[config.mk]
export PLATFORM = sky130hd
export DESIGN_NAME = prs_round
export DESIGN_NICKNAME = d
export VERILOG_FILES = /design/src/rtl/prs_pkg.sv /design/src/rtl/prs_round.sv
export SDC_FILE = /design/constraint.sdc
export NUM_CORES = 1
export LEC_CHECK = 0
export BUFFER_PORTS_ARGS = -buffer_cell sky130_fd_sc_hd__buf_2
export CORE_MARGIN = 3
export CORE_UTILIZATION = 45
export CTS_CLUSTER_SIZE = 8
export DETAILED_ROUTE_END_ITERATION = 7
export PLACE_DENSITY = 0.76
export SYNTH_ARGS = -nofsm -noshare
export SYNTH_HDL_FRONTEND = slang
export SYNTH_SLANG_ARGS = --single-unit
[constraint.sdc]
create_clock -name clk -period 1.8 [get_ports clk]
set_input_delay 0.36 -clock clk [delete_from_list [all_inputs] [get_ports clk]]
set_output_delay 0.36 -clock clk [all_outputs]
set_load 0.05 [all_outputs]
[src/rtl/prs_pkg.sv]
// PRESENT-80 shared definitions: widths, round count, S-box and permutation.
// Used by prs_round and present80_block_encrypt; depends on nothing.
`default_nettype none

package prs_pkg;

  localparam int BLK_W  = 64;
  localparam int KEY_W  = 80;
  localparam int KLO_W  = 64;
  localparam int KHI_W  = 16;
  localparam int ROUNDS = 31;
  localparam int RND_W  = $clog2(ROUNDS + 1);

  localparam logic CFG_KEY_LOW  = 1'b0;
  localparam logic CFG_KEY_HIGH = 1'b1;

  typedef struct packed {
    logic [BLK_W-1:0] state;
    logic [KEY_W-1:0] key;
  } prs_stage_t;

  function automatic logic [3:0] sbox(input logic [3:0] x);
    logic [3:0] y;
    case (x)
      4'h0: y = 4'hc;
      4'h1: y = 4'h5;
      4'h2: y = 4'h6;
      4'h3: y = 4'hb;
      4'h4: y = 4'h9;
      4'h5: y = 4'h0;
      4'h6: y = 4'ha;
      4'h7: y = 4'hd;
      4'h8: y = 4'h3;
      4'h9: y = 4'he;
      4'ha: y = 4'hf;
      4'hb: y = 4'h8;
      4'hc: y = 4'h4;
      4'hd: y = 4'h7;
      4'he: y = 4'h1;
      default: y = 4'h2;
    endcase
    return y;
  endfunction

  function automatic logic [BLK_W-1:0] sub_layer(input logic [BLK_W-1:0] s);
    logic [BLK_W-1:0] r;
    for (int n = 0; n < BLK_W / 4; n++) begin
      r[4*n +: 4] = sbox(s[4*n +: 4]);
    end
    return r;
  endfunction

  // bit i moves to 16*(i mod 4) + i/4, i.e. 16*i mod 63 with bit 63 fixed
  function automatic logic [BLK_W-1:0] perm_layer(input logic [BLK_W-1:0] s);
    logic [BLK_W-1:0] r;
    logic [5:0]       i6;
    for (int i = 0; i < BLK_W; i++) begin
      i6 = 6'(i);
      r[{i6[1:0], i6[5:2]}] = s[i];
    end
    return r;
  endfunction

endpackage

`default_nettype wire

[src/rtl/prs_round.sv]
// One registered PRESENT-80 round: key add, S-box, permutation, key update.
// Depends on prs_pkg.
`default_nettype none

module prs_round
  import prs_pkg::*;
(
  input  wire logic             clk,
  input  wire logic             rst,
  input  wire logic             en,
  input  wire logic [RND_W-1:0] rnd,
  input  wire logic             in_valid,
  input  wire prs_stage_t       in_stage,
  output logic                  out_valid,
  output prs_stage_t            out_stage
);

  logic [KEY_W-1:0] key_rot;
  prs_stage_t       stage_next;

  always_comb begin
    stage_next.state = perm_layer(sub_layer(in_stage.state ^ in_stage.key[KEY_W-1 -: BLK_W]));
    key_rot = {in_stage.key[18:0], in_stage.key[KEY_W-1:19]};
    key_rot[KEY_W-1 -: 4] = sbox(key_rot[KEY_W-1 -: 4]);
    key_rot[19:15] = key_rot[19:15] ^ 5'(rnd);
    stage_next.key = key_rot;
  end

  always_ff @(posedge clk) begin
    if (rst) begin
      out_valid <= 1'b0;
    end else if (en) begin
      out_valid <= in_valid;
    end
  end

  always_ff @(posedge clk) begin
    if (en) begin
      out_stage <= stage_next;
    end
  end

endmodule

`default_nettype wire

==> After elaboration in Yosys (flattened, before gate mapping) <==
Memories as Yosys holds them, arrays and structs flattened. A register that Yosys moved wholly into a read port is not among the register bits.
Cells that the tools add are included.
{ "word_totals": {"wordCells": 21, "input_bits": 153, "memories": 17, "ram_bits": 0, "output_inout_bits": 145, "mem_bits_ro": 1088, "reg_bits": 81, "latch_bits": 0} }
{ "memory_table": {"columns": ["memory", "depth", "width", "read_ports", "rd_ports_with_merged_regs", "wr", "line", "text"], "rows": [
  ["(name not given)", 16, 4, 1, 1, 0, "prs_pkg.sv:24", "case (x)"],
  ["(name not given)", 16, 4, 1, 1, 0, "prs_pkg.sv:24", null],
  ["(name not given)", 16, 4, 1, 1, 0, "prs_pkg.sv:24", null],
  ["(name not given)", 16, 4, 1, 1, 0, "prs_pkg.sv:24", null],
  ["(name not given)", 16, 4, 1, 1, 0, "prs_pkg.sv:24", null],
  ["(name not given)", 16, 4, 1, 1, 0, "prs_pkg.sv:24", null],
  ["+11 memories", null, null, null, null, null, null, null]
]} }
{ "op_classes": {"shift": 0, "bitwise_logic": 2, "div_mod_pow": 0, "n_addsub": 0, "multipliers": 0, "muxes": 0, "reduce_logical": 0, "eq_ne": 0, "order_cmp": 0} }
{ "ops": {"columns": ["operator", "count"], "rows": [
  ["$xor A64 B64 Y64", 1],
  ["$xor A5 B5 Y5", 1]
]} }

==> Longest topological paths before layout <==
Gate-level depths: netlist of run 1.
{ "depth": {"depth_word": 1, "ltp_mapped": 6, "depth_no_buf": 5} }

==> Worst setup path after synthesis of run 1 <==
Ideal clock, no wire load.
{ "synth_timing": {"path_kind": "input to register", "start": "input in_stage[17] (netlist bit)", "end": "register out_stage[112] (netlist name)", "cell_stages": 5, "slack_ns": -0.022, "n_path_buf": 1, "t_arrival_ns": 1.550, "required_time_ns": 1.528, "setup_time_ns": 0.272, "cell_sequence": "buf_2 -> xnor2_1 -> inv_1 -> ha_1 -> mux4_2"} }
{ "synth_via": {"elab_chain_len": 1} }
{ "synth_lines": {"columns": ["element", "line", "text"], "rows": [
  ["start, declared", "prs_round.sv:13", "input wire prs_stage_t in_stage,"],
  ["$xor A64 B64 Y64", "prs_round.sv:22", "stage_next.state = perm_layer(sub_layer(in_stage.state ^ in_stage.key[KEY_W-1 -: BLK_W]));"]
]} }
Every way passes these cells.
A chain may end at the register's enable or synchronous reset.

==> Worst setup path in the final report of run 1 <==
{ "layout_timing": {"start": "input in_stage[53] (netlist bit)", "end": "register out_stage[121] (netlist name)"} }
{ "layout_via": {"elab_chain_len": 1} }
{ "layout_lines": {"columns": ["element", "line"], "rows": [
  ["$xor A64 B64 Y64", "prs_round.sv:22"]
]} }
Every way passes these cells.

==> results.tsv, run 1 <==
stage	metric	value	unit
clock_network	clockBufferDepth	2	
power_and_ir_drop	internal-power	7630	uW
layout	antenna_cells	0	
route	first_iter_violations	293	
logic_synthesis	yosysSeqAreaShare	56.6	%
power_and_ir_drop	peakVddDrop	0.620	mV
worst_setup_path	start_kind	input port	
global_route	grt_first_pass_wirelength	25.6	mm
floorplanning	die_width	137	um
timing	achievable-frequency	672	MHz
global_route	grt_pass1_vias	5295	
logic_synthesis	synthCells	493	
timing	holdWs	0.108	ns
power_and_ir_drop	combPwrFrac	32.4	%
global_route	grt_max_degree	37	
logic_synthesis	synthFlopType	edfxtp_1	
logic_synthesis	syn_nets	699	
route	routed_via_density	4.79	
worst_setup_path	cp.depth	5	
layout	seqCellArea	0.00434	mm2
placed_design	place.gp.congestion	0.828	
layout	area_growth	39.0	%
timing	setup_viol	0	
power_and_ir_drop	pwr-share-clk	29.9	%
power_and_ir_drop	swShare	33.7	%
timing	relSlewSlack	65.2	%
clock_network	clk_latency	0.41	ns
layout	multi_input_area	0.00308	mm2
placed_design	place_area	0.0101	mm2
worst_setup_path	critical_path.endpoint	out_stage[121]	
logic_synthesis	yosysTopAreaCell	edfxtp_1	
layout	final_common_cell	buf_2	
status	run_status	complete, no violations	
worst_setup_path	cp.arrival	1.63	ns
layout	n_fill_cell	1285	
worst_setup_path	critPathCaptureType	flip-flop	
worst_setup_path	critPathKind	input port to flip-flop	
floorplanning	die-height	137	um
clock_network	cts_root_buf	clkbuf_16	
placed_design	hpwl	13.8	mm
worst_setup_path	ff2ff_setup_slack	1.22	ns
logic_synthesis	syn_area	0.00768	mm2
timing	tightest_slew	0.518	ns
worst_setup_path	crit_chain	buf_2, xnor2_1, inv_1, ha_1, mux4_1	
worst_setup_path	crit_fanout	3	
power_and_ir_drop	p_per_area	1080	mW/mm2
route	ant_nets	0	
timing	finalHoldViolCount	0	
route	postRouteWirelength	17.0	mm
layout	design_area	0.0107	mm2
timing	finalCritPeriodShare	82.6	%
floorplanning	design.core.area	0.0166	mm2
worst_setup_path	worst-r2r-cell-count	2	
power_and_ir_drop	seq_power_share	37.7	%
global_route	grt_overflow	0	
timing	maxSlewViolCount	0	
clock_network	cts_buffers	17	
floorplanning	io_pins	298	
route	drc	0	
flow_run	drv_cap	0	
worst_setup_path	reg2reg_to	out_valid	
timing	fin_skew	0	ns
clock_network	post-cts-setup-buffers	0	
placed_design	dpl_worst_slack	-0.0987	ns
clock_network	clock_sink_count	145	
logic_synthesis	synth_seq_cells	145	
timing	fin_crit	1.49	ns
hold_path	hold_path_class	input port to flip-flop	
clock_network	h-tree-depth	4	
logic_synthesis	async_flop_share	0	%
route	wl_per_cell	15.1	um
logic_synthesis	yosysWarnings	0	
floorplanning	rows	47	
worst_setup_path	cp_slowest_stage_delay	0.47	ns
floorplanning	start_util	46.1	%
layout	final_cell_mix	296 x buf_2, 144 x edfxtp_1, 83 x buf_4	
worst_setup_path	crit_slowest_cell	mux4_1	
layout	drive_above_1_share	50.3	%
logic_synthesis	synthDistinctLibCells	28	
route	vias	5385	
global_route	antenna_found_initial	0	
worst_setup_path	startpoint	in_stage[53]	
worst_setup_path	cp_top_family	multiplexers	
power_and_ir_drop	p_switching	3870	uW
logic_synthesis	synth_edf_count	144	
logic_synthesis	yosysTopAreaCellShare	56.3	%
worst_setup_path	cp.required	1.94	ns
route	firstDrtPassIters	4	
logic_synthesis	syn_area_per_cell	15.6	um2
clock_network	cts_tree	done	
timing	setup_slack	0.313	ns
power_and_ir_drop	p_leak	0.00487	uW
timing	rsz0062_at_grt	false	
worst_setup_path	path_buf_inv	2	
layout	finalNetCount	1098	
logic_synthesis	synthTopCellsByArea	edfxtp_1 56%, ha_1 8.6%, mux2i_1 6.3%, xnor2_1 4.9%, mux4_1 3.4%	
global_route	track_usage	17.8	%
clock_network	holdBufCountCts	0	
clock_network	cts_resized	0	
placed_design	numPortBuffers	297	
clock_network	clkTransAtPathRegs	0.06	ns
floorplanning	dieArea	0.0187	mm2
worst_setup_path	worstReg2RegStart	out_valid	
[flip-flops by register name, summed over array words and instances (netlist names)]
signal / flops
out_valid: 1
out_stage: 144
[logic make-up (layout without fill, tap and decap cells)]
family	Yosys count	count (layout)	share of synthesized area, %
flops	145	145	56.6
xor+xnor	87	87	12.4
mux	68	68	12.5
buf+inv	67	479	3.39
fa+ha+maj	53	53	8.64
compound gates	51	51	5.17
simple gates	22	22	1.40
[power groups by stage]
stage / clock [uW] / sequential [uW] / combinational (uW)
floorplan: 0 / 5870 / 1070
finish: 3440 / 4340 / 3720
CTS: 3510 / 4340 / 3760
global route: 3660 / 4380 / 3980
global placement: 0 / 4400 / 3680
detailed placement: 0 / 4410 / 3740
[synth_stat cells, drive strengths merged (2+ instances only)]
cell type / count
xnor2: 49
o221a: 15
inv: 65
edfxtp: 144
o21ai: 18
nand3: 15
buf: 2
xor2: 38
nor2: 2
nand2: 3
o21a: 2
mux2i: 48
o211ai: 14
ha: 53
mux4: 19
[worst min-delay path by stage]
stage,start,endpoint,slack [ns],cells past startpoint
2_1_floorplan,rst,out_valid,0.43,1
3_3_place_gp,out_valid,out_valid,0.48,2
3_5_place_dp,out_valid,out_valid,0.51,2
4_1_cts,rst,out_valid,0.09,2
5_1_grt,in_stage[7],out_stage[68],0.1,1
6_report,rst,out_valid,0.11,2
[cell type report]
type	instances	share of cell area [%]
repair buffers	382	20.2
clock buffers	18	4.02
clock inverters	14	1.37
multi-input cells	281	28.9
inverters	65	2.29
flip-flops and latches	145	40.7
well taps	220	2.58
[per-stage QoR]
stage	TNS [ns]	utilization [%]	power, uW	cells
final	0	64.2	11500	1125
after global routing	0	64.2	12000	1125
after CTS	0	64.2	11600	1125
after detailed placement	-0.824	60.7	8150	1093
after global placement	-0.278	60.7	8080	1093
after floorplan	0	-	6940	493
[routing by layer]
layer,vias up,share of wire [%],GRT usage [%]
met2,196,52,31.4
li1,2640,-,-
met5,-,0,0
met4,0,1.2,6.16
met3,15,8.9,5.77
met1,2534,38,20.3
No activity file was read; power rests on OpenSTA's default activity.
==> inputs of run 2 (changes only) <==
--- a/config.mk
+++ b/config.mk
@@ -7,10 +7,10 @@
 export LEC_CHECK = 0
 export BUFFER_PORTS_ARGS = -buffer_cell sky130_fd_sc_hd__buf_2
 export CORE_MARGIN = 3
-export CORE_UTILIZATION = 45
+export CORE_UTILIZATION = 50
 export CTS_CLUSTER_SIZE = 8
 export DETAILED_ROUTE_END_ITERATION = 7
-export PLACE_DENSITY = 0.76
+export PLACE_DENSITY = 0.8
 export SYNTH_ARGS = -nofsm -noshare
 export SYNTH_HDL_FRONTEND = slang
 export SYNTH_SLANG_ARGS = --single-unit
==> constraint.sdc (replaced) <==
create_clock -name clk -period 1.43 [get_ports clk]
set_input_delay 0.286 -clock clk [delete_from_list [all_inputs] [get_ports clk]]
set_output_delay 0.286 -clock clk [all_outputs]
set_load 0.05 [all_outputs]
==> results.tsv, run 2 (synthesis gave the netlist of run 1 again) <==
stage	metric	value	unit	change
clock_network	clockBufferDepth	2		unchanged
global_route	grt_busiest_layer	met2		
global_route	grt_max_degree	25		-32%
layout	final_common_cell	buf_2		
global_route	track_usage	22.7	%	+4.9 points
worst_setup_path	start_kind	flip-flop		
timing	relSlewSlack	71.4	%	+6.2 points
route	drc	0		unchanged
global_route	grt_use_met1	23.4	%	+3.0 points
global_route	grt_overflow	0		unchanged
layout	largest_reg_flops	144		unchanged
timing	maxSlewViolCount	0		unchanged
worst_setup_path	crit_fanout	1		-2
power_and_ir_drop	pwr-share-clk	28.3	%	-1.6 points
clock_network	clkTransAtPathRegs	0.05	ns	about the same
timing	rsz0062_at_grt	false		
layout	reg_top3	out_stage (144), out_valid (1)		
worst_setup_path	path_buf_inv	1		-1
placed_design	place.gp.congestion	0.850		+2.7%
clock_network	clk_latency	0.41	ns	about the same
layout	n_fill_cell	878		-32%
route	routed_via_density	5.14		+7.4%
layout	finalNetCount	1114		+1.5%
timing	finalCritPeriodShare	96.6	%	
route	wl_per_cell	17.3	um	+15%
worst_setup_path	cp_slowest_stage_delay	0.39	ns	-0.08 ns
status	run_status	complete, no violations		
worst_setup_path	cp.arrival	1.10	ns	-0.53 ns
global_route	antenna_found_initial	3		+3
worst_setup_path	crit_slowest_cell	edfxtp_1		
floorplanning	io_pins	298		unchanged
worst_setup_path	critPathKind	flip-flop to primary output		
floorplanning	rows	44		-6.4%
layout	regMostFlops	out_stage		
layout	postLayoutCoreUtil	77.1	%	+13 points
floorplanning	design.core.area	0.0148	mm2	-11%
clock_network	cts_tree	done		
floorplanning	die-height	130	um	-4.9%
route	firstDrtPassIters	4		unchanged
timing	fin_crit	1.38	ns	
route	first_iter_violations	243		-17%
clock_network	post-cts-setup-buffers	0		unchanged
global_route	grt_first_pass_wirelength	29.2	mm	+14%
layout	area_growth	48.1	%	
power_and_ir_drop	p_switching	5110	uW	+32%
timing	setup_viol	0		unchanged
clock_network	cts_root_buf	clkbuf_16		
clock_network	cts_buffers	17		unchanged
power_and_ir_drop	peakVddDrop	0.775	mV	+25%
worst_setup_path	crit_chain	buf_2		
hold_path	hold_path_class	input port to flip-flop		
timing	holdWs	0.0252	ns	-0.0825 ns
flow_run	drv_cap	0		unchanged
worst_setup_path	cp.required	1.14	ns	-0.80 ns
clock_network	holdBufCountCts	0		unchanged
timing	achievable-frequency	724	MHz	
layout	final_cell_mix	296 x buf_2, 144 x edfxtp_1, 96 x buf_4		
clock_network	h-tree-depth	4		unchanged
floorplanning	die_width	130	um	-4.9%
timing	tightest_slew	0.426	ns	-0.0922 ns
power_and_ir_drop	swShare	34.6	%	+0.96 points
power_and_ir_drop	p_per_area	1300	mW/mm2	+20%
global_route	grtUsageMet2	41.9	%	+11 points
clock_network	cts_resized	0		unchanged
power_and_ir_drop	seq_power_share	37.2	%	-0.5 points
power_and_ir_drop	internal-power	9640	uW	+26%
power_and_ir_drop	p_leak	0.00504	uW	+3.4%
placed_design	numPortBuffers	297		unchanged
route	postRouteWirelength	19.2	mm	+13%
route	vias	5681		+5.5%
timing	fin_skew	0	ns	unchanged
power_and_ir_drop	combPwrFrac	34.6	%	+2.2 points
timing	finalHoldViolCount	0		unchanged
clock_network	clock_sink_count	145		unchanged
layout	drive_above_1_share	57.0	%	+6.7 points
worst_setup_path	cp_top_family	flip-flops		
worst_setup_path	critPathCaptureType	primary output		
floorplanning	dieArea	0.0169	mm2	-9.6%
placed_design	hpwl	15.6	mm	+13%
floorplanning	start_util	52.0	%	+5.9 points
global_route	grt_pass1_vias	6105		+15%
global_route	grt_use_met3	7.45	%	+1.7 points
route	ant_nets	0		unchanged
-- run 2: final timing paths --
check	startpoint	end	slack, ns	depth (start not counted)
min	rst	out_valid	0.03	2
max reg2reg	out_valid	out_valid	0.84	2
max	out_stage[128]	out_stage[128]	0.05	1
min reg2reg	out_valid	out_valid	0.52	2
-- run 2: worst reg2reg max path, delay by kind of cell (launching register included) --
family | cells | cell delay [ns]
flops | 1 | 0.31
simple gates | 1 | 0.05
mux | 1 | 0.12
-- run 2: area by class of cell --
class / instances / area, um2 / share of cell area [%]
Antenna cell: 2 / 5.00 / 0.0440
Timing Repair Buffer: 398 / 2310 / 20.3
Tap cell: 184 / 230 / 2.02
Clock buffer: 18 / 429 / 3.77
Clock inverter: 12 / 120 / 1.06
Inverter: 65 / 244 / 2.15
Sequential cell: 145 / 4340 / 38.2
Multi-Input combinational cell: 281 / 3680 / 32.4
-- run 2: per-stage QoR --
| stage | instance area [um2] | setup WS [ns] | setup TNS (ns) | instances | total power [uW] |
|---|---|---|---|---|---|
| after floorplan | 8290 | -0.167 | -0.865 | 493 | 8910 |
| after global placement | 10800 | -0.233 | -7.01 | 1073 | 10500 |
| after detailed placement | 10800 | -0.292 | -9.46 | 1073 | 10700 |
| after CTS | 11400 | 0.0227 | 0 | 1103 | 14900 |
| after global routing | 11400 | 0.0103 | 0 | 1104 | 15300 |
| final | 11400 | 0.0488 | 0 | 1105 | 14700 |
-- run 2: metal layers --
layer / routed length [um] / vias to the layer above
li1: - / 2651
met1: 6650 / 2725
met2: 10400 / 264
met3: 1580 / 37
met4: 551 / 4
met5: 27 / -
-- run 2: power groups by stage --
stage                     sequential [uW]  clock [uW]  combinational [uW]
after global placement               5550           0                4900
final                                5480        4170                5100
after CTS                            5490        4260                5130
after detailed placement             5560           0                5100
after global routing                 5530        4380                5420
after floorplan                      7390           0                1530
==> inputs of run 3 (changes only) <==
--- a/config.mk
+++ b/config.mk
@@ -6,8 +6,10 @@
 export NUM_CORES = 1
 export LEC_CHECK = 0
 export BUFFER_PORTS_ARGS = -buffer_cell sky130_fd_sc_hd__buf_2
+export CELL_PAD_IN_SITES_DETAIL_PLACEMENT = 1
+export CELL_PAD_IN_SITES_GLOBAL_PLACEMENT = 2
 export CORE_MARGIN = 3
-export CORE_UTILIZATION = 50
+export CORE_UTILIZATION = 33
 export CTS_CLUSTER_SIZE = 8
 export DETAILED_ROUTE_END_ITERATION = 7
 export PLACE_DENSITY = 0.8
==> results.tsv, run 3 (synthesis gave the netlist of run 1 again) <==
stage	metric	value	unit	change
worst_setup_path	path_buf_inv	2		+1
global_route	track_usage	16.5	%	-6.2 points
route	wl_per_cell	17.1	um	-1.2%
floorplanning	die-height	159	um	+22%
route	firstDrtPassIters	4		unchanged
layout	design_area	0.0115	mm2	+1.0%
flow_run	drv_cap	0		unchanged
clock_network	h-tree-depth	4		unchanged
global_route	grt_pass1_vias	6313		+3.4%
hold_path	hold_end	out_valid		
clock_network	cts_buffers	17		unchanged
worst_setup_path	ff2ff_setup_slack	0.82	ns	-0.02 ns
worst_setup_path	crit_chain	buf_2, xnor2_4, inv_1, ha_1, mux4_2		
power_and_ir_drop	power	14900	uW	+1.2%
layout	finalNetCount	1110		-0.36%
hold_path	hold_path_class	input port to flip-flop		
timing	fin_skew	0	ns	unchanged
layout	drive_above_1_share	57.1	%	+0.12 points
route	drc	0		unchanged
clock_network	cts_root_buf	clkbuf_16		
timing	finalHoldViolCount	0		unchanged
floorplanning	rows	55		+25%
power_and_ir_drop	p_per_area	1300	mW/mm2	+0.16%
status	run_status	complete, no violations		
layout	final_common_cell	buf_2		
floorplanning	start_util	33.7	%	-18 points
worst_setup_path	start_kind	input port		
clock_network	clkTransAtPathRegs	0.07	ns	+0.02 ns
placed_design	numPortBuffers	297		unchanged
worst_setup_path	cp.required	1.58	ns	+0.44 ns
placed_design	place.gp.congestion	0.762		-10%
timing	fin_crit	1.35	ns	-0.0274 ns
floorplanning	die_width	159	um	+22%
hold_path	hold_start	rst		
worst_setup_path	crit_fanout	3		+2
worst_setup_path	cp_slowest_stage_delay	0.48	ns	+0.09 ns
clock_network	clockBufferDepth	2		unchanged
layout	antenna_cells	0		-2
timing	finalSetupTns	0	ns	unchanged
clock_network	clock_sink_count	145		unchanged
worst_setup_path	worstReg2RegStart	out_valid		
timing	setup_viol	0		unchanged
worst_setup_path	critPathCaptureType	flip-flop		
global_route	grt_first_pass_wirelength	32.3	mm	+11%
layout	postLayoutCoreUtil	50.4	%	-27 points
clock_network	cts_resized	0		unchanged
route	vias	5635		-0.81%
timing	finalCritPeriodShare	94.7	%	-1.9 points
worst_setup_path	reg2reg_to	out_valid		
placed_design	hpwl	17.6	mm	+13%
timing	maxSlewViolCount	0		unchanged
timing	relSlewSlack	72.3	%	+0.89 points
hold_path	min_path_cells	2		unchanged
layout	reg_top3	out_stage (144), out_valid (1)		
global_route	grt_max_degree	38		+52%
worst_setup_path	critPathKind	input port to flip-flop		
layout	final_cell_mix	296 x buf_2, 144 x edfxtp_1, 95 x buf_4		
clock_network	post-cts-setup-buffers	0		unchanged
layout	area_growth	49.6	%	
worst_setup_path	worst-r2r-cell-count	2		unchanged
worst_setup_path	cp_top_family	multiplexers		
timing	achievable-frequency	739	MHz	+2.0%
global_route	antenna_found_initial	3		unchanged
timing	tightest_slew	0.415	ns	-0.0106 ns
route	first_iter_violations	163		-33%
clock_network	holdBufCountCts	0		unchanged
floorplanning	design.core.area	0.0228	mm2	+54%
timing	rsz0062_at_grt	false		
power_and_ir_drop	p_leak	0.00502	uW	-0.26%
clock_network	clk_latency	0.41	ns	about the same
worst_setup_path	cp.arrival	1.50	ns	+0.40 ns
route	postRouteWirelength	21.1	mm	+9.9%
placed_design	place_area	0.0109	mm2	+0.87%
floorplanning	io_pins	298		unchanged
worst_setup_path	crit_slowest_cell	mux4_2		
route	routed_via_density	4.58		-11%
clock_network	cts_tree	done		
layout	largest_reg_flops	144		unchanged
route	ant_nets	0		unchanged
power_and_ir_drop	peakVddDrop	0.790	mV	+1.9%
floorplanning	dieArea	0.0251	mm2	+49%
global_route	grt_overflow	0		unchanged
layout	regMostFlops	out_stage		
## run 3: metrics by stage
| step | setup slack (ns) | std cells | hold slack [ns] |
|---|---|---|---|
| global route | 0.0347 | 1230 | 0.00827 |
| CTS | 0.0499 | 1230 | 0.00361 |
| detailed placement | -0.328 | 1198 | 0.453 |
| finish | 0.0762 | 1230 | 0.0281 |
| global placement | -0.262 | 1198 | 0.446 |
| floorplan | -0.167 | 493 | 0.358 |
## run 3: worst max-delay path by stage
stage,startpoint,cells after the start,to,slack (ns)
3_5_place_dp,in_stage[69],5,out_stage[125],-0.33
4_1_cts,out_stage[66],1,out_stage[66],0.05
5_1_grt,out_stage[66],1,out_stage[66],0.03
6_report,in_stage[69],5,out_stage[125],0.08
2_1_floorplan,in_stage[17],5,out_stage[112],-0.17
3_3_place_gp,in_stage[69],5,out_stage[125],-0.26
## run 3: area by class of cell
class,instances,area [um2]
fillers,2366,11300
flip-flops and latches,145,4340
multi-input cells,281,3680
repair buffers,394,2250
clock buffers,20,457
well taps,313,392
inverters,65,244
clock inverters,12,123
## run 3: worst reg2reg max path, stage by stage (launching register included)
cell     delay, ns
dfxtp_1       0.32
mux2i_1       0.13
nor2_1        0.06
## run 3: where the power goes
group | switching, uW | internal [uW]
Sequential | 138 | 5340
Combinational | 3340 | 1760
Clock | 1820 | 2520
Total | 5300 | 9620
## run 3: per-layer routing
metal,track usage (%),share of wire (%),vias up
li1,-,-,2648
met1,16.7,35,2752
met2,31.8,54,206
met3,6.22,9.1,23
met4,4.14,1.1,6
met5,0,0.22,-
